<file path="src/hdl/pssw_pkg.sv">
// Shared constants, types and the spacing table of the per-source sliding window limiter.
package pssw_pkg;

    localparam int NUM_SOURCES    = 64;
    localparam int MAX_LIMIT      = 16;
    localparam int SRC_W          = $clog2(NUM_SOURCES);
    localparam int POS_W          = $clog2(MAX_LIMIT);
    localparam int CNT_W          = $clog2(MAX_LIMIT + 1);
    localparam int SLOT_W         = SRC_W + POS_W;
    localparam int TIME_W         = 32;
    localparam int SPACING_W      = 12;
    localparam int LIMIT_W        = 5;
    localparam int CASE_W         = 3;

    localparam logic [TIME_W-1:0] WINDOW_SECONDS = TIME_W'(3600);

    localparam logic [CASE_W-1:0] CASE_UNLIMITED = 3'd0;
    localparam logic [CASE_W-1:0] CASE_FIRST     = 3'd1;
    localparam logic [CASE_W-1:0] CASE_SPACED    = 3'd2;
    localparam logic [CASE_W-1:0] CASE_TOO_SOON  = 3'd3;
    localparam logic [CASE_W-1:0] CASE_SLID      = 3'd4;
    localparam logic [CASE_W-1:0] CASE_FULL      = 3'd5;

    typedef enum logic [1:0] {
        ST_IDLE,
        ST_META,
        ST_TIME
    } state_t;

    typedef struct packed {
        logic [CNT_W-1:0] count;
        logic [POS_W-1:0] head;
    } meta_t;

    typedef struct packed {
        logic             en;
        logic [SRC_W-1:0] addr;
    } meta_rd_t;

    typedef struct packed {
        logic             en;
        logic [SRC_W-1:0] addr;
        meta_t            data;
    } meta_wr_t;

    typedef struct packed {
        logic              en;
        logic [SLOT_W-1:0] addr;
    } time_rd_t;

    typedef struct packed {
        logic              en;
        logic [SLOT_W-1:0] addr;
        logic [TIME_W-1:0] data;
    } time_wr_t;

    // Minimum spacing 3600 / limit, truncated; limits are already clamped.
    function automatic logic [SPACING_W-1:0] spacing_of(input logic [LIMIT_W-1:0] lim);
        logic [SPACING_W-1:0] s;
        case (lim)
            5'd1:    s = 12'd3600;
            5'd2:    s = 12'd1800;
            5'd3:    s = 12'd1200;
            5'd4:    s = 12'd900;
            5'd5:    s = 12'd720;
            5'd6:    s = 12'd600;
            5'd7:    s = 12'd514;
            5'd8:    s = 12'd450;
            5'd9:    s = 12'd400;
            5'd10:   s = 12'd360;
            5'd11:   s = 12'd327;
            5'd12:   s = 12'd300;
            5'd13:   s = 12'd276;
            5'd14:   s = 12'd257;
            5'd15:   s = 12'd240;
            5'd16:   s = 12'd225;
            default: s = '0;
        endcase
        return s;
    endfunction

endpackage

</file>
<file path="src/hdl/pssw_ctrl.sv">
// Request sequencer: reads the log state, decides, writes back and holds the result.
module pssw_ctrl (
    input  logic                           clk,
    input  logic                           rst_n,
    input  logic                           in_valid,
    output logic                           in_ready,
    input  logic [pssw_pkg::SRC_W-1:0]     source_index,
    input  logic [pssw_pkg::TIME_W-1:0]    now_seconds,
    input  logic                           cfg_valid,
    output logic                           cfg_ready,
    input  logic [pssw_pkg::LIMIT_W-1:0]   cfg_data,
    output logic                           out_valid,
    input  logic                           out_ready,
    output logic                           allowed,
    output logic [pssw_pkg::CASE_W-1:0]    decision_case,
    output pssw_pkg::meta_rd_t             meta_rd,
    output pssw_pkg::meta_wr_t             meta_wr,
    input  pssw_pkg::meta_t                meta_data,
    output pssw_pkg::time_rd_t             time_rd,
    output pssw_pkg::time_wr_t             time_wr,
    input  logic [pssw_pkg::TIME_W-1:0]    time_data
);
    import pssw_pkg::*;

    state_t                state_reg, state_next;
    logic [LIMIT_W-1:0]    limit_reg;
    logic [SPACING_W-1:0]  spacing_reg;
    logic [LIMIT_W-1:0]    limit_clamped;
    logic [SRC_W-1:0]      src_reg;
    logic [TIME_W-1:0]     now_reg;
    logic                  out_valid_reg, out_valid_next;
    logic                  allowed_reg, allowed_next;
    logic [CASE_W-1:0]     case_reg, case_next;
    logic                  accept;
    logic                  finish;
    logic                  in_spacing;
    logic [POS_W-1:0]      read_pos;
    logic [TIME_W-1:0]     diff;
    logic [POS_W-1:0]      append_pos;

    assign cfg_ready     = 1'b1;
    assign limit_clamped = (cfg_data > LIMIT_W'(MAX_LIMIT)) ? LIMIT_W'(MAX_LIMIT) : cfg_data;

    assign accept     = in_valid && in_ready;
    assign finish     = (state_reg == ST_TIME) && (!out_valid_reg || out_ready);
    assign in_spacing = (meta_data.count != '0) &&
                        (meta_data.count < CNT_W'(limit_reg));
    assign read_pos   = in_spacing ? (meta_data.head + meta_data.count[POS_W-1:0] - POS_W'(1))
                                   : meta_data.head;
    assign append_pos = meta_data.head + meta_data.count[POS_W-1:0];
    assign diff       = now_reg - time_data;

    always_comb
    begin
        state_next = state_reg;
        unique case (state_reg)
            ST_IDLE: if (accept) state_next = ST_META;
            ST_META: state_next = ST_TIME;
            ST_TIME: if (finish) state_next = ST_IDLE;
            default: state_next = ST_IDLE;
        endcase
    end

    always_comb
    begin
        in_ready      = (state_reg == ST_IDLE);
        meta_rd.en    = accept;
        meta_rd.addr  = source_index;
        time_rd.en    = (state_reg == ST_META);
        time_rd.addr  = {src_reg, read_pos};
        meta_wr.en    = 1'b0;
        meta_wr.addr  = src_reg;
        meta_wr.data  = meta_data;
        time_wr.en    = 1'b0;
        time_wr.addr  = {src_reg, append_pos};
        time_wr.data  = now_reg;
        allowed_next  = allowed_reg;
        case_next     = case_reg;
        out_valid_next = out_valid_reg && !out_ready;
        if (finish)
        begin
            out_valid_next = 1'b1;
            allowed_next   = 1'b0;
            if (limit_reg == '0)
            begin
                allowed_next = 1'b1;
                case_next    = CASE_UNLIMITED;
            end
            else if (meta_data.count == '0)
            begin
                allowed_next        = 1'b1;
                case_next           = CASE_FIRST;
                time_wr.en          = 1'b1;
                time_wr.addr        = {src_reg, meta_data.head};
                meta_wr.en          = 1'b1;
                meta_wr.data.count  = CNT_W'(1);
            end
            else if (in_spacing)
            begin
                if (diff >= TIME_W'(spacing_reg))
                begin
                    allowed_next       = 1'b1;
                    case_next          = CASE_SPACED;
                    time_wr.en         = 1'b1;
                    meta_wr.en         = 1'b1;
                    meta_wr.data.count = meta_data.count + CNT_W'(1);
                end
                else
                begin
                    case_next = CASE_TOO_SOON;
                end
            end
            else
            begin
                if (diff > WINDOW_SECONDS)
                begin
                    allowed_next      = 1'b1;
                    case_next         = CASE_SLID;
                    time_wr.en        = 1'b1;
                    meta_wr.en        = 1'b1;
                    meta_wr.data.head = meta_data.head + POS_W'(1);
                end
                else
                begin
                    case_next = CASE_FULL;
                end
            end
        end
    end

    always_ff @(posedge clk or negedge rst_n)
    begin
        if (!rst_n)
        begin
            state_reg     <= ST_IDLE;
            limit_reg     <= '0;
            spacing_reg   <= '0;
            out_valid_reg <= 1'b0;
        end
        else
        begin
            state_reg     <= state_next;
            out_valid_reg <= out_valid_next;
            if (cfg_valid && cfg_ready)
            begin
                limit_reg   <= limit_clamped;
                spacing_reg <= spacing_of(limit_clamped);
            end
        end
    end

    always_ff @(posedge clk)
    begin
        if (accept)
        begin
            src_reg <= source_index;
            now_reg <= now_seconds;
        end
        allowed_reg <= allowed_next;
        case_reg    <= case_next;
    end

    assign out_valid     = out_valid_reg;
    assign allowed       = allowed_reg;
    assign decision_case = case_reg;

endmodule

</file>
<file path="config.mk">
export PLATFORM = sky130hd
export DESIGN_NAME = pssw_ctrl
export DESIGN_NICKNAME = d
export VERILOG_FILES = /design/src/hdl/pssw_pkg.sv /design/src/hdl/pssw_ctrl.sv
export SDC_FILE = /design/constraint.sdc
export NUM_CORES = 1
export LEC_CHECK = 0
export BUFFER_PORTS_ARGS = -buffer_cell sky130_fd_sc_hd__buf_4
export CAP_MARGIN = 20
export CORE_MARGIN = 2
export CORE_UTILIZATION = 45
export CTS_BUF_LIST = sky130_fd_sc_hd__clkbuf_2 sky130_fd_sc_hd__clkbuf_4 sky130_fd_sc_hd__clkbuf_8
export CTS_CLUSTER_DIAMETER = 40
export CTS_CLUSTER_SIZE = 40
export DETAILED_ROUTE_END_ITERATION = 8
export PLACE_DENSITY = 0.72
export SLEW_MARGIN = 20
export SYNTH_ARGS = -nofsm -noshare
export SYNTH_HDL_FRONTEND = slang
export SYNTH_SLANG_ARGS = --single-unit
export TNS_END_PERCENT = 30
</file>
<file path="constraint.sdc">
create_clock -name clk -period 4.05 [get_ports clk]
set_input_delay 0.405 -clock clk [delete_from_list [all_inputs] [get_ports clk]]
set_output_delay 0.405 -clock clk [all_outputs]
set_load 0.02 [all_outputs]
</file>
==> reports/qor.yml, run 1 <==
path_clk_slew_ps: 70
yosysWarningCount: 0
worst_slack_ps: -296
r2r_end: "allowed$_SDFFCE_PP1P_"
status: "finished, violations left"
fin_crit_sh: 1.07
cp-startpoint: "now_reg[0]$_DFFE_PP_"
grt_usage: 0.223
hold-path-cell-count: 1
synth-main-ff-cell: "edfxtp_1"
cap_violations: 0
worstPathArrival_ps: 3940
place_hpwl_um: 11900
cts_root_buffer: "clkbuf_8"
skew_ps: 7.03
rsz0062_at_grt: "true"
antenna_found_initial: 0
fin_crit_ps: 4350
tightest_slew_ps: 737
muxShareOfSynthArea: 0.0193
synth_most_common_cell: "ha_1"
synth_fp_nets: 776
worstRegToRegCells: 16
finalNonFillerCells: 981
first_pass_iters: 5
multi_input_comb_area_mm2: 0.00344
clock_latency_ps: 360
place_congestion: 0.887
ys_types: 71
hp-start: "now_seconds[25]"
min_to: "now_reg[25]$_DFFE_PP_"
ys_ff_latch: 62
max_freq_ghz: 0.230
wire_per_inst_um: 15.0
worstPathRequired_ps: 3640
yosysTopAreaCellShare: 0.227
critPathLaunchType: "flop"
yosys.area.top_type: "edfxtp_1"
power_density_mw_per_mm2: 374
grt_max_degree: 36
ant_nets: 0
synth_edf_count: 42
drive_gt1_frac: 0.333
synth_top_family_by_area: "compound AO/OA/AOI/OAI gates"
syn_inst: 624
synth_area_mm2: 0.00556
globalRouteMet3Util: 0.0469
grt_pass1_wl_um: 23600
num-nets-final: 960
vias: 5283
syn2layout_area_growth_pct: 33.0
drc: 0
die_y_um: 115
antenna_cells: 0
hold_viol: 0
slew_violations: 0
cts.sink_count: 62
synth.yosys.seq_area_share: 0.317
cts_buffers: 9
worstPathMaxFanout: 3
end_kind: "output pin"
netlist_top_cells_count: "ha_1 (61), inv_1 (58), nand2_1 (55)"
busiest_layer: "met2"
start_util: 0.461
max_slew_margin: 0.503
hp-class: "in2reg"
dp_cells: 959
syn_area_per_cell_um2: 8.91
die_area_mm2: 0.0133
violations: "negative setup slack"
rows: 40
path_class: "reg2out"
gr-total-overflow: 0
synth_xor_xnor_area_share: 0.0535
post_synth_fa_ha_maj_area_fraction: 0.144
finalWirelength_um: 14700
first_global_vias: 5113
fin_area_mm2: 0.00740
peakVddDrop_uv: 227
htree_levels: 3
r2r_setup_slack_ps: 320
timing.final.setup_violations: 11
p_leak_nw: 3.42
drtIter0Drc: 352
coreArea_mm2: 0.0121
io_pins: 173
largest_register_ff_count: 32
dp_slack_ps: -146
cts_tree: "done"
grtUsageMet2: 0.375
synth_area_leaders: "edfxtp_1 (23%), ha_1 (14%), dfrtp_1 (9.0%)"
synth-simple-area-share: 0.182
dpl-instance-area_mm2: 0.00709
async_reset_ff_frac: 0.323
register_area_mm2: 0.00176
synth_compound_area_frac: 0.201
die_w_um: 115
cts.path.max_buffers: 2
n_fill_cell: 1066
globalRouteMet1Util: 0.289
portBuffers: 171
rr_startpoint: "now_reg[0]$_DFFE_PP_"
vias_per_cell: 5.39
layer usage:
layer | share of wire | vias up
li1 | - | 2619
met1 | 0.44 | 2467
met2 | 0.49 | 173
met3 | 0.055 | 24
met4 | 0.015 | 0
met5 | 0 | -
what timing repair did:
| item | CTS | global route |
|---|---|---|
| hold buffers | 1 | 0 |
| endpoints found under the setup margin | 11 | 11 |
| endpoints found under the hold margin | 20 | 0 |
| buffers inserted | 3 | 2 |
| pin swaps | 24 | 6 |
| gates resized for setup | 18 | 6 |
layout by cell type, fill, tap and decap left out, drive strengths merged, types with 11 or more instances in the layout:
cell      n
nor4     11
nor2     36
a21oi    44
nand3    14
edfxtp   42
clkbuf   11
o21ai    43
dfrtp    20
xor2     14
xnor2    20
ha       61
buf     210
a21o     14
nand2    56
nor3     15
inv      62
worst max path at each step:
stage	to	slack, ps	cells past startpoint
floorplan	meta_wr[4]	-20	18
global placement	meta_wr[1]	-70	15
detailed placement	meta_wr[1]	-150	15
CTS	meta_wr[1]	-340	15
global route	meta_wr[7]	-520	20
finish	meta_wr[1]	-300	15
worst max-delay path, stage by stage, from the launching register on:
cell	delay [ps]
edfxtp_1	420
inv_2	90
ha_4	130
inv_2	30
fa_2	340
a21o_1	230
a221o_1	380
nand2_2	110
a21oi_2	60
or3_1	310
a2111o_1	410
nor4_4	230
nand4_1	240
nand2_2	150
mux2_4	300
buf_6	130
area by class of cell:
cell class | instances | area share
inverter | 59 | 0.0299
sequential | 62 | 0.238
tap | 168 | 0.0284
timing repair buffer | 211 | 0.215
multi-input combinational | 465 | 0.464
clock buffer | 11 | 0.0196
clock inverter | 5 | 0.00423
power by group:
group	internal [mW]	switching, mW	total, mW
clock network	0.246	0.263	0.509
logic	0.616	0.813	1.43
registers	0.784	0.0467	0.830
total	1.65	1.12	2.77
kinds of logic after synthesis:
group,Yosys count
AND/OR/NAND/NOR,189
other,1
multiplexers,10
AO/OA/AOI/OAI,168
adder cells (fa/ha/maj),63
flip-flops,62
XOR/XNOR,34
buffers and inverters,97
metrics by stage:
stage          total power [mW]   util  TNS [ps]  hold WS [ps]
2_1_floorplan              1.74      -     -28.9           109
3_3_place_gp               2.19  0.588      -195           294
3_5_place_dp               2.23  0.588      -793           298
4_1_cts                    2.78  0.610     -2780           187
5_1_grt                    2.96  0.614     -5190           189
6_report                   2.77  0.614     -2480           213
Power figures use the tool's default switching activity.
==> run 2: changes to the inputs <==
--- a/config.mk
+++ b/config.mk
@@ -10,7 +10,7 @@
 export CORE_MARGIN = 2
 export CORE_UTILIZATION = 45
 export CTS_BUF_LIST = sky130_fd_sc_hd__clkbuf_2 sky130_fd_sc_hd__clkbuf_4 sky130_fd_sc_hd__clkbuf_8
-export CTS_CLUSTER_DIAMETER = 40
+export CTS_CLUSTER_DIAMETER = 60
 export CTS_CLUSTER_SIZE = 40
 export DETAILED_ROUTE_END_ITERATION = 8
 export PLACE_DENSITY = 0.72
==> constraint.sdc (replaced) <==
create_clock -name clk -period 4.05 [get_ports clk]
set_input_delay 0.6075 -clock clk [delete_from_list [all_inputs] [get_ports clk]]
set_output_delay 0.6075 -clock clk [all_outputs]
set_load 0.02 [all_outputs]
==> run 2 against run 1 <==
Net effect: the flow still finishes with violations (negative setup slack); combinational power up 13%; sequential power about the same; design area up 7.7%; routed wire length up 7.8%; cell count up 6.6%; clock power up 19%; first-iteration DRC count down 0.28%; power up 10%; worst hold slack worse by 100 ps; critical endpoint is now time_wr[42]; largest cell class unchanged.
==> reports/qor.yml, run 2 (same netlist as run 1, synthesis figures left out) <==
htree_levels: 3  # unchanged
worstPathArrival_ps: 3990  # +50 ps
finalWirelength_um: 15900  # +7.8%
path_clk_slew_ps: 80  # about the same
place_hpwl_um: 12700  # +7.4%
status: "finished, violations left"
path_buf_inv: 5  # +2
multi_input_comb_area_mm2: 0.00347  # +0.87%
worst_slack_ps: -550  # -254 ps
drtIter0Drc: 351  # -0.28%
n_fill_cell: 1038  # -2.6%
fin_crit_sh: 1.14  # +0.0627
cap_violations: 0  # unchanged
holdWs_ps: 111  # -101 ps
peakVddDrop_uv: 262  # +15%
vias_per_cell: 5.27  # -2.1%
critical_path.top_delay_family: "compound AO/OA/AOI/OAI gates"
cts.path.max_buffers: 2  # unchanged
final_common_cell: "buf_4"
io_pins: 173  # unchanged
place_congestion: 0.903  # +1.8%
globalRouteMet1Util: 0.299  # +0.00930
end_kind: "output pin"
max_slew_margin: 0.528  # +0.0246
power_density_mw_per_mm2: 383  # +2.5%
path_cells: "inv_1, ha_2, inv_2, fa_2, a21o_1, a221oi_2, o21ai_2, nand3_2, nand2_2, xor2_2, ha_1, buf_4, o2111ai_1, o21ai_1, nand2_2, buf_6, mux2i_2, nor3b_4, a21oi_2, buf_6"
die_y_um: 115  # unchanged
antenna_cells: 0  # unchanged
hp-class: "in2async"
skew_ps: 10.9  # +3.84 ps
num-nets-final: 1025  # +6.8%
p_leak_nw: 3.75  # +9.6%
rsz0062_at_grt: "true"
die_area_mm2: 0.0133  # unchanged
drive_gt1_frac: 0.387  # +0.0539
vias: 5517  # +4.4%
busiest_layer: "met2"
largest_register_ff_count: 32  # unchanged
max_stage_delay_ps: 400  # -20 ps
cts.sink_count: 62  # unchanged
grt_usage: 0.242  # +0.0186
hold_buffers: 0  # -1
start_util: 0.461  # unchanged
layout_common_cells: "buf_4 (270), ha_1 (60), inv_1 (57)"
rows: 40  # unchanged
fin_crit_ps: 4600  # +254 ps
gr-total-overflow: 0  # unchanged
die_w_um: 115  # unchanged
fin_area_mm2: 0.00797  # +7.7%
final.setup.tns_ps: -5370  # -2890 ps
register_area_mm2: 0.00176  # unchanged
antenna_found_initial: 0  # unchanged
dp_slack_ps: -406  # -260 ps
timing.final.setup_violations: 11  # unchanged
first_global_vias: 5601  # +9.5%
worstPathMaxFanout: 3  # unchanged
violations: "negative setup slack"
grt_max_degree: 39  # +8.3%
portBuffers: 171  # unchanged
cts_buffers: 9  # unchanged
drc: 0  # unchanged
ant_nets: 0  # unchanged
clock_latency_ps: 360  # about the same
globalRouteMet3Util: 0.0469  # unchanged
first_pass_iters: 4  # -1
critPathLaunchType: "flop"
dpl-instance-area_mm2: 0.00759  # +7.1%
worstPathRequired_ps: 3440  # -200 ps
coreArea_mm2: 0.0121  # unchanged
p_total_mw: 3.05  # +10%
cts_tree: "done"
hold_viol: 0  # unchanged
worst_path_max_delay_cell: "edfxtp_1"
syn2layout_area_growth_pct: 43.2
path_class: "reg2out"
wire_per_inst_um: 15.2  # +1.1%
cts_root_buffer: "clkbuf_8"
grt_pass1_wl_um: 25800  # +9.1%
slew_violations: 0  # unchanged
grtUsageMet2: 0.434  # +0.0588
max_freq_ghz: 0.217  # -5.5%
tightest_slew_ps: 701  # -36.5 ps
run 2: area by class of cell:
class / instances / area share
repair buffers: 276 / 0.263
flip-flops and latches: 62 / 0.221
well taps: 168 / 0.0264
clock buffers: 9 / 0.0155
inverters: 59 / 0.0278
multi-input cells: 465 / 0.435
clock inverters: 7 / 0.0111
run 2: final timing paths:
kind	from	endpoint	slack, ps	depth (start not counted)
worst max-delay path	now_reg[0]$_DFFE_PP_	time_wr[42]	-550	20
worst min-delay path	rst_n	limit_reg[2]$_DFFE_PN0P_	110	1
worst max register to register	now_reg[0]$_DFFE_PP_	allowed$_SDFFCE_PP1P_	230	20
worst min register to register	out_valid$_DFF_PN0_	out_valid$_DFF_PN0_	540	2
max in group asynchronous	rst_n	state_reg[0]$_DFFE_PN0P_	3730	1
min in group clk	now_seconds[13]	now_reg[13]$_DFFE_PP_	410	1
run 2: layer usage:
metal	up-vias	part of all wire
li1	2735	-
met1	2618	0.43
met2	146	0.52
met3	18	0.045
met4	0	0.011
met5	-	0
run 2: worst register-to-register path, cell delays in order, from the launching register on:
cell and delay, ps:
edfxtp_1 400, inv_1 80, ha_2 190, inv_2 40, fa_2 330, a21o_1 220
a221oi_2 310, o21ai_2 110, nand3_2 90, nand2_2 70, xor2_2 180, ha_1 290
a21o_1 200, a21oi_2 150, o211ai_1 120, nand2_2 150, buf_6 120, mux2i_2 80
nor3b_4 240, buf_4 150, nand3_1 80
run 2: repair_timing:
item / in CTS / in global routing
resized for setup: 12 / 16
setup buffers: 3 / 4
pin swaps: 19 / 23
hold endpoints to repair: 0 / 0
setup endpoints to repair: 11 / 12
run 2: power by group:
part / total, mW / switching [mW] / leakage [nW] / internal (mW)
registers: 0.828 / 0.0450 / 0.650 / 0.783
clock network: 0.606 / 0.265 / 0.103 / 0.342
logic: 1.62 / 0.871 / 3.00 / 0.748
total: 3.05 / 1.18 / 3.75 / 1.87
run 2: metrics by stage:
step                       util  std cells
after floorplan               -        624
after global placement    0.629       1023
after detailed placement  0.629       1023
after CTS                 0.653       1042
after global routing      0.661       1046
final                     0.661       1046
