==> config.mk <==
export PLATFORM = sky130hd
export DESIGN_NAME = pssw_meta_store
export DESIGN_NICKNAME = d
export VERILOG_FILES = /design/src/hdl/pssw_pkg.sv /design/src/hdl/pssw_meta_store.sv
export SDC_FILE = /design/constraint.sdc
export NUM_CORES = 1
export LEC_CHECK = 0
export BUFFER_PORTS_ARGS = -buffer_cell sky130_fd_sc_hd__buf_4
export CAP_MARGIN = 30
export CORE_ASPECT_RATIO = 1.5
export CORE_MARGIN = 8
export CORE_UTILIZATION = 55
export DETAILED_ROUTE_END_ITERATION = 6
export GPL_ROUTABILITY_DRIVEN = 0
export PLACE_DENSITY = 0.71
export SKIP_CTS_REPAIR_TIMING = 1
export SLEW_MARGIN = 25
export SYNTH_ARGS = -nofsm -noshare
export SYNTH_HDL_FRONTEND = slang
export SYNTH_SLANG_ARGS = --single-unit
export TNS_END_PERCENT = 30
==> constraint.sdc <==
create_clock -name clk -period 2.2 [get_ports clk]
set_clock_uncertainty 0.05 [all_clocks]
set_input_delay 0 -clock clk [delete_from_list [all_inputs] [get_ports clk]]
set_output_delay 0 -clock clk [all_outputs]
set_load 0.005 [all_outputs]
==> src/hdl/pssw_pkg.sv <==
// Shared constants, types and the spacing table of the per-source sliding window limiter.
package pssw_pkg;

    localparam int NUM_SOURCES    = 64;
    localparam int MAX_LIMIT      = 16;
    localparam int SRC_W          = $clog2(NUM_SOURCES);
    localparam int POS_W          = $clog2(MAX_LIMIT);
    localparam int CNT_W          = $clog2(MAX_LIMIT + 1);
    localparam int SLOT_W         = SRC_W + POS_W;
    localparam int TIME_W         = 32;
    localparam int SPACING_W      = 12;
    localparam int LIMIT_W        = 5;
    localparam int CASE_W         = 3;

    localparam logic [TIME_W-1:0] WINDOW_SECONDS = TIME_W'(3600);

    localparam logic [CASE_W-1:0] CASE_UNLIMITED = 3'd0;
    localparam logic [CASE_W-1:0] CASE_FIRST     = 3'd1;
    localparam logic [CASE_W-1:0] CASE_SPACED    = 3'd2;
    localparam logic [CASE_W-1:0] CASE_TOO_SOON  = 3'd3;
    localparam logic [CASE_W-1:0] CASE_SLID      = 3'd4;
    localparam logic [CASE_W-1:0] CASE_FULL      = 3'd5;

    typedef enum logic [1:0] {
        ST_IDLE,
        ST_META,
        ST_TIME
    } state_t;

    typedef struct packed {
        logic [CNT_W-1:0] count;
        logic [POS_W-1:0] head;
    } meta_t;

    typedef struct packed {
        logic             en;
        logic [SRC_W-1:0] addr;
    } meta_rd_t;

    typedef struct packed {
        logic             en;
        logic [SRC_W-1:0] addr;
        meta_t            data;
    } meta_wr_t;

    typedef struct packed {
        logic              en;
        logic [SLOT_W-1:0] addr;
    } time_rd_t;

    typedef struct packed {
        logic              en;
        logic [SLOT_W-1:0] addr;
        logic [TIME_W-1:0] data;
    } time_wr_t;

    // Minimum spacing 3600 / limit, truncated; limits are already clamped.
    function automatic logic [SPACING_W-1:0] spacing_of(input logic [LIMIT_W-1:0] lim);
        logic [SPACING_W-1:0] s;
        case (lim)
            5'd1:    s = 12'd3600;
            5'd2:    s = 12'd1800;
            5'd3:    s = 12'd1200;
            5'd4:    s = 12'd900;
            5'd5:    s = 12'd720;
            5'd6:    s = 12'd600;
            5'd7:    s = 12'd514;
            5'd8:    s = 12'd450;
            5'd9:    s = 12'd400;
            5'd10:   s = 12'd360;
            5'd11:   s = 12'd327;
            5'd12:   s = 12'd300;
            5'd13:   s = 12'd276;
            5'd14:   s = 12'd257;
            5'd15:   s = 12'd240;
            5'd16:   s = 12'd225;
            default: s = '0;
        endcase
        return s;
    endfunction

endpackage

==> src/hdl/pssw_meta_store.sv <==
// Per-source count and head memory with valid bits that reset clears.
module pssw_meta_store (
    input  logic               clk,
    input  logic               rst_n,
    input  pssw_pkg::meta_rd_t rd,
    input  pssw_pkg::meta_wr_t wr,
    output pssw_pkg::meta_t    rd_data
);
    import pssw_pkg::*;

    meta_t                  mem [NUM_SOURCES];
    logic [NUM_SOURCES-1:0] valid_reg;
    meta_t                  rd_data_reg;
    logic                   rd_valid_reg;

    always_ff @(posedge clk)
    begin
        if (wr.en)
        begin
            mem[wr.addr] <= wr.data;
        end
        if (rd.en)
        begin
            rd_data_reg <= mem[rd.addr];
        end
    end

    always_ff @(posedge clk or negedge rst_n)
    begin
        if (!rst_n)
        begin
            valid_reg    <= '0;
            rd_valid_reg <= 1'b0;
        end
        else
        begin
            if (wr.en)
            begin
                valid_reg[wr.addr] <= 1'b1;
            end
            if (rd.en)
            begin
                rd_valid_reg <= valid_reg[rd.addr];
            end
        end
    end

    // An entry never written reads as an empty log.
    assign rd_data = rd_valid_reg ? rd_data_reg : '0;

endmodule

==> impl_metrics.env, run 1 <==
export IMPL_grt_use_total=0.2119
export IMPL_synthesis_nets=1164
export IMPL_fin_util=0.6330
export IMPL_clockBufferDepth=3
export IMPL_yosys_warnings=0
export IMPL_p_per_area_nw_per_um2=860.4
export IMPL_wl_per_cell_um=28.44
export IMPL_diodes=0
export IMPL_drv_slew=0
export IMPL_cp_max_fo=1
export IMPL_start_util=0.5537
export IMPL_yosysMostFrequentCell="edfxtp_1"
export IMPL_avgSynthCellArea_um2=22.07
export IMPL_cts_sinks=650
export IMPL_worstPathArrival_ns=2.43
export IMPL_synth_distinct_cells=30
export IMPL_largest_register_ff_count=576
export IMPL_grt_remaining_overflow=0
export IMPL_areaGrowthSynthToFinish_pct=14.32
export IMPL_drc_errors=0
export IMPL_dp_cells=1818
export IMPL_fp_dieW_um=190.6
export IMPL_core_area_um2=45400
export IMPL_clkTransAtPathRegs_ns=0.07
export IMPL_grt_antenna_before_repair=1
export IMPL_hold_viol_final=1
export IMPL_num_vias=11890
export IMPL_leakage_nw=9.653
export IMPL_fin_nets=1328
export IMPL_grt_pass1_wl_um=82250
export IMPL_period_needed_ns=2.158
export IMPL_synth_seq_cells=650
export IMPL_htreeDepth=2
export IMPL_cts_tree="built"
export IMPL_holdWs_ns=-0.01554
export IMPL_synth_edf_count=585
export IMPL_die_y_um=277.8
export IMPL_dieArea_um2=52950
export IMPL_fmax_ghz=0.4633
export IMPL_slew_headroom=0.4144
export IMPL_hold_depth=4
export IMPL_seq_area_frac_synth=0.7635
export IMPL_async_flop_share=0.1000
export IMPL_numCtsBuffers=54
export IMPL_power_total_mw=24.73
export IMPL_port_buffers=33
export IMPL_crit_top_cell="mux4_2"
export IMPL_setup_viol=0
export IMPL_yosysTopAreaCellShare=0.6988
export IMPL_drive_gt1_frac=0.3613
export IMPL_io_pins=34
export IMPL_synthFlopType="edfxtp_1"
export IMPL_viasPerCell=6.148
export IMPL_syn_inst=1139
export IMPL_violations="hold timing"
export IMPL_tightest_slew_ns=0.8784
export IMPL_rsz0062_at_grt="no"
export IMPL_yosys_top_cells_count="edfxtp_1 (585), mux4_2 (189), nor2_1 (74)"
export IMPL_grt_max_degree=66
export IMPL_cts_root_buf="clkbuf_16"
export IMPL_synth_top_area_cell="edfxtp_1"
export IMPL_cpPeakStageDelay_ns=0.58
export IMPL_cp_required_ns=2.47
export IMPL_first_global_vias=12400
export IMPL_rows=96
export IMPL_finalCritPeriodShare=0.9810
export IMPL_layout_setup_ws_ns=0.04177
export IMPL_setup_worst_path_start_class="register"
export IMPL_drt_iter0_markers=1126
export IMPL_drv_cap=0
export IMPL_dp_slack_ns=-0.2665
export IMPL_cp_end_kind="register"
export IMPL_synth_area_top_cells="edfxtp_1 (70%), mux4_2 (17%), dfrtp_1 (6.5%)"
export IMPL_dp_hpwl_um=35920
export IMPL_instances_no_fill=1933
export IMPL_firstDrtPassIters=6
export IMPL_syn_cell_area_um2=25140
export IMPL_slowest_stage="mux4_2"
export IMPL_drt_total_wl_um=54970
export IMPL_clk_latency_ns=0.59
export IMPL_final_antenna_net_count=0
export IMPL_path_class="reg -> reg"
export IMPL_hold_path_class="in -> reg"
export IMPL_status="complete, but fails checks"
export IMPL_vdd_drop_max_mv=0.7662
export IMPL_cp_cell_sequence="mux4_2 -> mux4_2 -> o22ai_1 -> nor2_1"
export IMPL_r2r_cells=4
layout by cell type, fill, tap and decap left out, drive strengths merged, types with 17 or more instances in the layout:
cell type,n
clkinv,25
nor2,74
mux4,189
edfxtp,585
buf,147
clkbuf,66
mux2i,22
or2,66
dlygate4sd3,17
dfrtp,65
stage by stage:
step / hold slack (ns) / setup TNS, ns / cell area (um2)
2_1_floorplan: -0.3456 / 0 / 25140
3_3_place_gp: 0.1015 / -0.9662 / 26900
3_5_place_dp: 0.1113 / -1.185 / 26900
4_1_cts: -0.5108 / -0.001255 / 28550
5_1_grt: 0.03143 / 0 / 28740
6_report: -0.01554 / 0 / 28740
final cells by class:
| class | instances | area, um2 |
|---|---|---|
| Sequential cell | 650 | 19190 |
| Tap cell | 588 | 735.7 |
| Timing Repair Buffer | 164 | 1485 |
| Clock inverter | 32 | 215.2 |
| Multi-Input combinational cell | 430 | 5662 |
| Fill cell | 3084 | 16660 |
| Inverter | 3 | 11.26 |
| Clock buffer | 66 | 1438 |
final timing paths:
check | endpoint | slack [ns] | from
min in group asynchronous | valid_reg[11] | 0 | rst_n
hold reg to reg | valid_reg[26] | 0.42 | valid_reg[26]
setup / recovery | rd_data_reg[4] | 0.04 | mem[63][4]
max in group asynchronous | valid_reg[39] | 1.50 | rst_n
hold / removal | valid_reg[51] | -0.02 | wr[9]
setup reg to reg | rd_data_reg[4] | 0.04 | mem[63][4]
power by group:
part           switching [mW]  internal [mW]  total (mW)
Clock                    4.20           4.88        9.07
Combinational           0.885          0.830        1.72
Sequential              0.160           13.8        13.9
Total                    5.24           19.5        24.7
layer usage:
layer  GRT usage  routed length [um]  up-vias
li1            -                   -     5015
met1      0.2670               20560     6342
met2      0.3616               28930      423
met3     0.02690                2831      103
met4     0.09868                2632        2
met5           0                  13        -
cell families after synthesis:
group | synth area share
AO/OA/AOI/OAI | 0.007764
buffers and inverters | 0.01214
flip-flops | 0.7635
multiplexers | 0.1781
AND/OR/NAND/NOR | 0.03852
critical path, delay by kind of cell (launching register included):
kind             cells  cell delay, ns
multiplexers         2            1.09
flip-flops           1            0.36
AO/OA/AOI/OAI        1            0.33
AND/OR/NAND/NOR      1            0.08
Note: power is estimated with default switching activity, not from simulation.
==> inputs of run 2 (changes only) <==
- SETUP_SLACK_MARGIN: not set -> 0.4
==> run 2 against run 1 <==
- the run still ends with hold timing left
- sequential cell count unchanged
- cell area increased by 0.88%
- wire length increased by 2.2%
- die area unchanged
- hold slack got worse by 0.013 ns
- combinational power increased by 2%
- sequential power about the same
- via count increased by 0.50%
- final cell count increased by 0.52%
- worst setup slack improved by 0.054 ns
- non-clock buffer count increased by 6
- fmax increased by 2.6%
==> impl_metrics.env, run 2 (synthesis gave the netlist of run 1 again) <==
export IMPL_finalSetupTns_ns=0
export IMPL_hold_viol_final=1
export IMPL_vdd_drop_max_mv=0.6375
export IMPL_drive_gt1_frac=0.3690
export IMPL_cts_tree="built"
export IMPL_drt_total_wl_um=56150
export IMPL_p_per_area_nw_per_um2=870.5
export IMPL_cp_max_fo=1
export IMPL_io_pins=34
export IMPL_violations="hold timing"
export IMPL_start_util=0.5537
export IMPL_drc_errors=0
export IMPL_diodes=0
export IMPL_wl_per_cell_um=28.90
export IMPL_slowest_stage="mux4_2"
export IMPL_dieArea_um2=52950
export IMPL_final_common_cell="edfxtp_1"
export IMPL_grt_antenna_before_repair=1
export IMPL_final_antenna_net_count=0
export IMPL_drv_cap=0
export IMPL_clk_latency_ns=0.59
export IMPL_viasPerCell=6.148
export IMPL_grt_remaining_overflow=0
export IMPL_layout_setup_ws_ns=0.09564
export IMPL_path_class="reg -> reg"
export IMPL_cp_cell_sequence="mux4_2 -> mux4_2 -> o22ai_2 -> buf_4 -> nor2_1"
export IMPL_worstPathArrival_ns=2.39
export IMPL_clkTransAtPathRegs_ns=0.07
export IMPL_finalCritPeriodShare=0.9565
export IMPL_cp_end_kind="register"
export IMPL_hold_path_class="in -> reg"
export IMPL_num_vias=11950
export IMPL_layout_common_cells="edfxtp_1 (585), mux4_2 (189), buf_4 (133)"
export IMPL_clockBufferDepth=3
export IMPL_rows=96
export IMPL_firstDrtPassIters=6
export IMPL_dp_hpwl_um=36080
export IMPL_fp_dieW_um=190.6
export IMPL_cts_root_buf="clkbuf_16"
export IMPL_grt_pass1_wl_um=84010
export IMPL_grt_use_total=0.2168
export IMPL_first_global_vias=12570
export IMPL_areaGrowthSynthToFinish_pct=15.33
export IMPL_tightest_slew_ns=0.8573
export IMPL_fin_util=0.6386
export IMPL_largest_register_ff_count=576
export IMPL_period_needed_ns=2.104
export IMPL_status="complete, but fails checks"
export IMPL_grt_max_degree=66
export IMPL_numCtsBuffers=55
export IMPL_fmax_ghz=0.4752
export IMPL_core_area_um2=45400
export IMPL_holdWs_ns=-0.02813
export IMPL_leakage_nw=9.756
export IMPL_port_buffers=33
export IMPL_die_y_um=277.8
export IMPL_drt_iter0_markers=1266
export IMPL_rsz0062_at_grt="yes"
export IMPL_cts_sinks=650
export IMPL_setup_worst_path_start_class="register"
export IMPL_fin_nets=1335
export IMPL_dp_slack_ns=-0.1860
export IMPL_slew_headroom=0.4285
export IMPL_cp_required_ns=2.49
export IMPL_crit_top_cell="mux4_2"
export IMPL_htreeDepth=2
export IMPL_drv_slew=0
export IMPL_cpPeakStageDelay_ns=0.57
export IMPL_setup_viol=0
export IMPL_final_fill_count=2993
## run 2: final timing paths
| path | slack, ns | endpoint | from | cells past startpoint |
|---|---|---|---|---|
| setup reg to reg | 0.1 | rd_data_reg[2] | mem[11][2] | 5 |
| setup / recovery | 0.1 | rd_data_reg[2] | mem[11][2] | 5 |
| max in group asynchronous | 1.51 | valid_reg[50] | rst_n | 2 |
| min in group asynchronous | 0.02 | valid_reg[27] | rst_n | 2 |
| hold / removal | -0.03 | rd_valid_reg | rd[5] | 3 |
| hold reg to reg | 0.41 | valid_reg[13] | valid_reg[13] | 1 |
## run 2: power breakdown
group	switching [mW]	internal [mW]	total, mW
Combinational	0.899	0.861	1.76
Sequential	0.152	13.8	13.9
Clock	4.24	5.31	9.55
Total	5.29	20.0	25.2
## run 2: final cells by class
cell class,count,area (um2),share of cell area
Sequential cell,650,19190,0.6620
Clock buffer,65,1456,0.05023
Clock inverter,37,309.0,0.01066
Inverter,3,11.26,0.0003884
Timing Repair Buffer,170,1546,0.05334
Multi-Input combinational cell,430,5742,0.1980
Tap cell,588,735.7,0.02537
## run 2: worst max-delay path, delay by kind of cell, from the launching register on
| kind | cells | cell delay, ns |
|---|---|---|
| simple gates | 1 | 0.04 |
| mux | 2 | 1.08 |
| compound gates | 1 | 0.16 |
| buf+inv | 1 | 0.16 |
| flops | 1 | 0.37 |
## run 2: routing by layer
layer / part of all wire / global-route usage / vias up
met3: 0.057 / 0.02715 / 118
li1: - / - / 5025
met4: 0.053 / 0.1081 / 2
met2: 0.51 / 0.3600 / 442
met5: 0.00027 / 0 / -
met1: 0.38 / 0.2800 / 6358
## run 2: stage by stage
step | total power, mW | area (um2) | cells
2_1_floorplan | 15.13 | 25220 | 1139
3_3_place_gp | 15.84 | 26950 | 1824
3_5_place_dp | 15.89 | 26950 | 1824
4_1_cts | 25.31 | 28720 | 1926
5_1_grt | 25.92 | 28990 | 1943
6_report | 25.24 | 28990 | 1943
==> inputs of run 3 (changes only) <==
- CELL_PAD_IN_SITES_DETAIL_PLACEMENT: not set -> 1
- CELL_PAD_IN_SITES_GLOBAL_PLACEMENT: not set -> 1
- CORE_UTILIZATION: 55 -> 50
- PLACE_DENSITY: 0.71 -> not set
- PLACE_DENSITY_LB_ADDON: not set -> 0.1
==> run 3 against run 2 <==
- the flow now finishes without violations
- die area rose by 9.3%
- cell area rose by 0.69%
- utilization fell by 5.1 points
- critical path depth fell by 1
- total power rose by 1.6%
- first-iteration DRC count fell by 30%
- clock power rose by 3.6%
- hold slack improved by 0.034 ns
- count of clock-buffer cells in the layout rose by 8
- wire length rose by 8.5%
- sequential power barely moved
- worst setup slack got worse by 0.065 ns
- critical path type unchanged
- largest cell class unchanged
- highest routed layer is now met4
==> impl_metrics.env, run 3 (synthesis gave the netlist of run 1 again) <==
export IMPL_status="completed"
export IMPL_tightest_slew_ns=0.8987
export IMPL_firstDrtPassIters=5
export IMPL_final_fill_count=4168
export IMPL_finalCritPeriodShare=0.9861
export IMPL_dp_cells=1900
export IMPL_slew_headroom=0.4009
export IMPL_internal_power_mw=20.18
export IMPL_drv_cap=0
export IMPL_cp_required_ns=2.48
export IMPL_holdWs_ns=0.006195
export IMPL_htreeDepth=2
export IMPL_cts_sinks=650
export IMPL_rsz0062_at_grt="yes"
export IMPL_hold_path_class="in -> reg"
export IMPL_viasPerCell=5.881
export IMPL_first_global_vias=12930
export IMPL_multiInputGateArea_um2=5747
export IMPL_rows=100
export IMPL_p_sw_mw=5.467
export IMPL_fin_nets=1341
export IMPL_num_vias=11910
export IMPL_clk_latency_ns=0.59
export IMPL_grt_antenna_before_repair=2
export IMPL_cp_end_kind="register"
export IMPL_grt_use_total=0.2128
export IMPL_fmax_ghz=0.4609
export IMPL_combPwrFrac=0.071
export IMPL_drive_gt1_frac=0.3708
export IMPL_cpPeakStageDelay_ns=0.54
export IMPL_clockBufferDepth=3
export IMPL_final_common_cell="edfxtp_1"
export IMPL_dieArea_um2=57860
export IMPL_clkTransAtPathRegs_ns=0.06
export IMPL_finalSetupTns_ns=0
export IMPL_drt_iter0_markers=883
export IMPL_swShare=0.2132
export IMPL_grt_remaining_overflow=0
export IMPL_core_area_um2=49670
export IMPL_io_pins=34
export IMPL_cp_max_fo=1
export IMPL_largest_register_ff_count=576
export IMPL_path_buf_inv=0
export IMPL_setup_worst_path_start_class="register"
export IMPL_period_needed_ns=2.169
export IMPL_leakage_nw=9.816
export IMPL_p_per_area_nw_per_um2=878.4
export IMPL_hold_viol_final=0
export IMPL_seqPwrFrac=0.544
export IMPL_grt_max_degree=66
export IMPL_numCtsBuffers=58
export IMPL_wl_per_cell_um=30.07
export IMPL_drt_total_wl_um=60920
export IMPL_instances_no_fill=2026
export IMPL_grt_pass1_wl_um=88640
export IMPL_dp_hpwl_um=39570
export IMPL_drc_errors=0
export IMPL_slowest_stage="mux4_2"
export IMPL_setup_viol=0
export IMPL_crit_top_cell="mux4_2"
export IMPL_cp_cell_sequence="mux4_2 -> mux4_2 -> mux2i_1 -> a21oi_1"
export IMPL_cts_root_buf="clkbuf_16"
export IMPL_port_buffers=33
export IMPL_worstPathArrival_ns=2.45
export IMPL_vdd_drop_max_mv=0.7405
export IMPL_areaGrowthSynthToFinish_pct=16.13
export IMPL_path_class="reg -> reg"
export IMPL_final_antenna_net_count=0
export IMPL_start_util=0.5061
export IMPL_seq_area_um2=19190
export IMPL_die_y_um=290.6
export IMPL_layout_common_cells="edfxtp_1 (585), mux4_2 (189), buf_4 (133)"
export IMPL_drv_slew=0
export IMPL_clockPowerShare=0.386
export IMPL_path_delay_family="multiplexers"
export IMPL_cts_tree="built"
export IMPL_fp_dieW_um=199.1
run 3: cell types whose count changed in the layout (fill, tap and decap cells not counted), moves of 3 or more:
cell	delta
clkbuf_1	+3
clkbuf_16	+4
clkinv_2	+4
clkinvlp_4	-3
run 3: final timing paths:
path	startpoint	endpoint	slack (ns)	depth (start not counted)
worst max-delay path	mem[58][7]	rd_data_reg[7]	0.03	4
worst min-delay path	wr[11]	mem[53][5]	0.006	4
worst max register to register	mem[58][7]	rd_data_reg[7]	0.03	4
worst min register to register	valid_reg[31]	valid_reg[31]	0.41	1
max in group asynchronous	rst_n	valid_reg[41]	1.47	2
min in group asynchronous	rst_n	valid_reg[24]	0.02	2
run 3: layer usage:
layer | share of wire | track usage | vias up
li1 | - | - | 5059
met1 | 0.41 | 0.2764 | 6470
met2 | 0.51 | 0.3574 | 285
met3 | 0.042 | 0.02862 | 100
met4 | 0.041 | 0.08770 | 0
met5 | 0 | 0 | -
run 3: area by class of cell:
type,count,share of cell area
diodes,1,0.00008572
clock buffers,73,0.05417
clock inverters,33,0.008614
inverters,3,0.0003857
multi-input cells,430,0.1968
flip-flops and latches,650,0.6574
well taps,663,0.02841
repair buffers,173,0.05404
run 3: worst reg2reg max path: stages, from the launching register on:
cell and delay (ns):
edfxtp_1 0.37, mux4_2 0.54, mux4_2 0.50, mux2i_1 0.34
a21oi_1 0.12
run 3: power by group through the flow:
stage / logic [mW] / clock network, mW / registers (mW)
final: 1.81 / 9.89 / 13.9
after global routing: 1.93 / 10.5 / 14.0
after CTS: 1.78 / 10.1 / 13.9
after detailed placement: 1.77 / 0 / 14.2
after global placement: 1.73 / 0 / 14.2
after floorplan: 1.01 / 0 / 14.1
run 3: through the flow:
stage / cell area [um2] / setup slack (ns) / power [mW] / util
4_1_cts: 28890 / -0.08828 / 25.81 / 0.5816
3_5_place_dp: 27050 / -0.3003 / 15.96 / 0.5447
3_3_place_gp: 27050 / -0.3185 / 15.91 / 0.5447
6_report: 29190 / 0.03053 / 25.64 / 0.5877
2_1_floorplan: 25220 / 0.2961 / 15.13 / -
5_1_grt: 29190 / -0.03879 / 26.37 / 0.5877
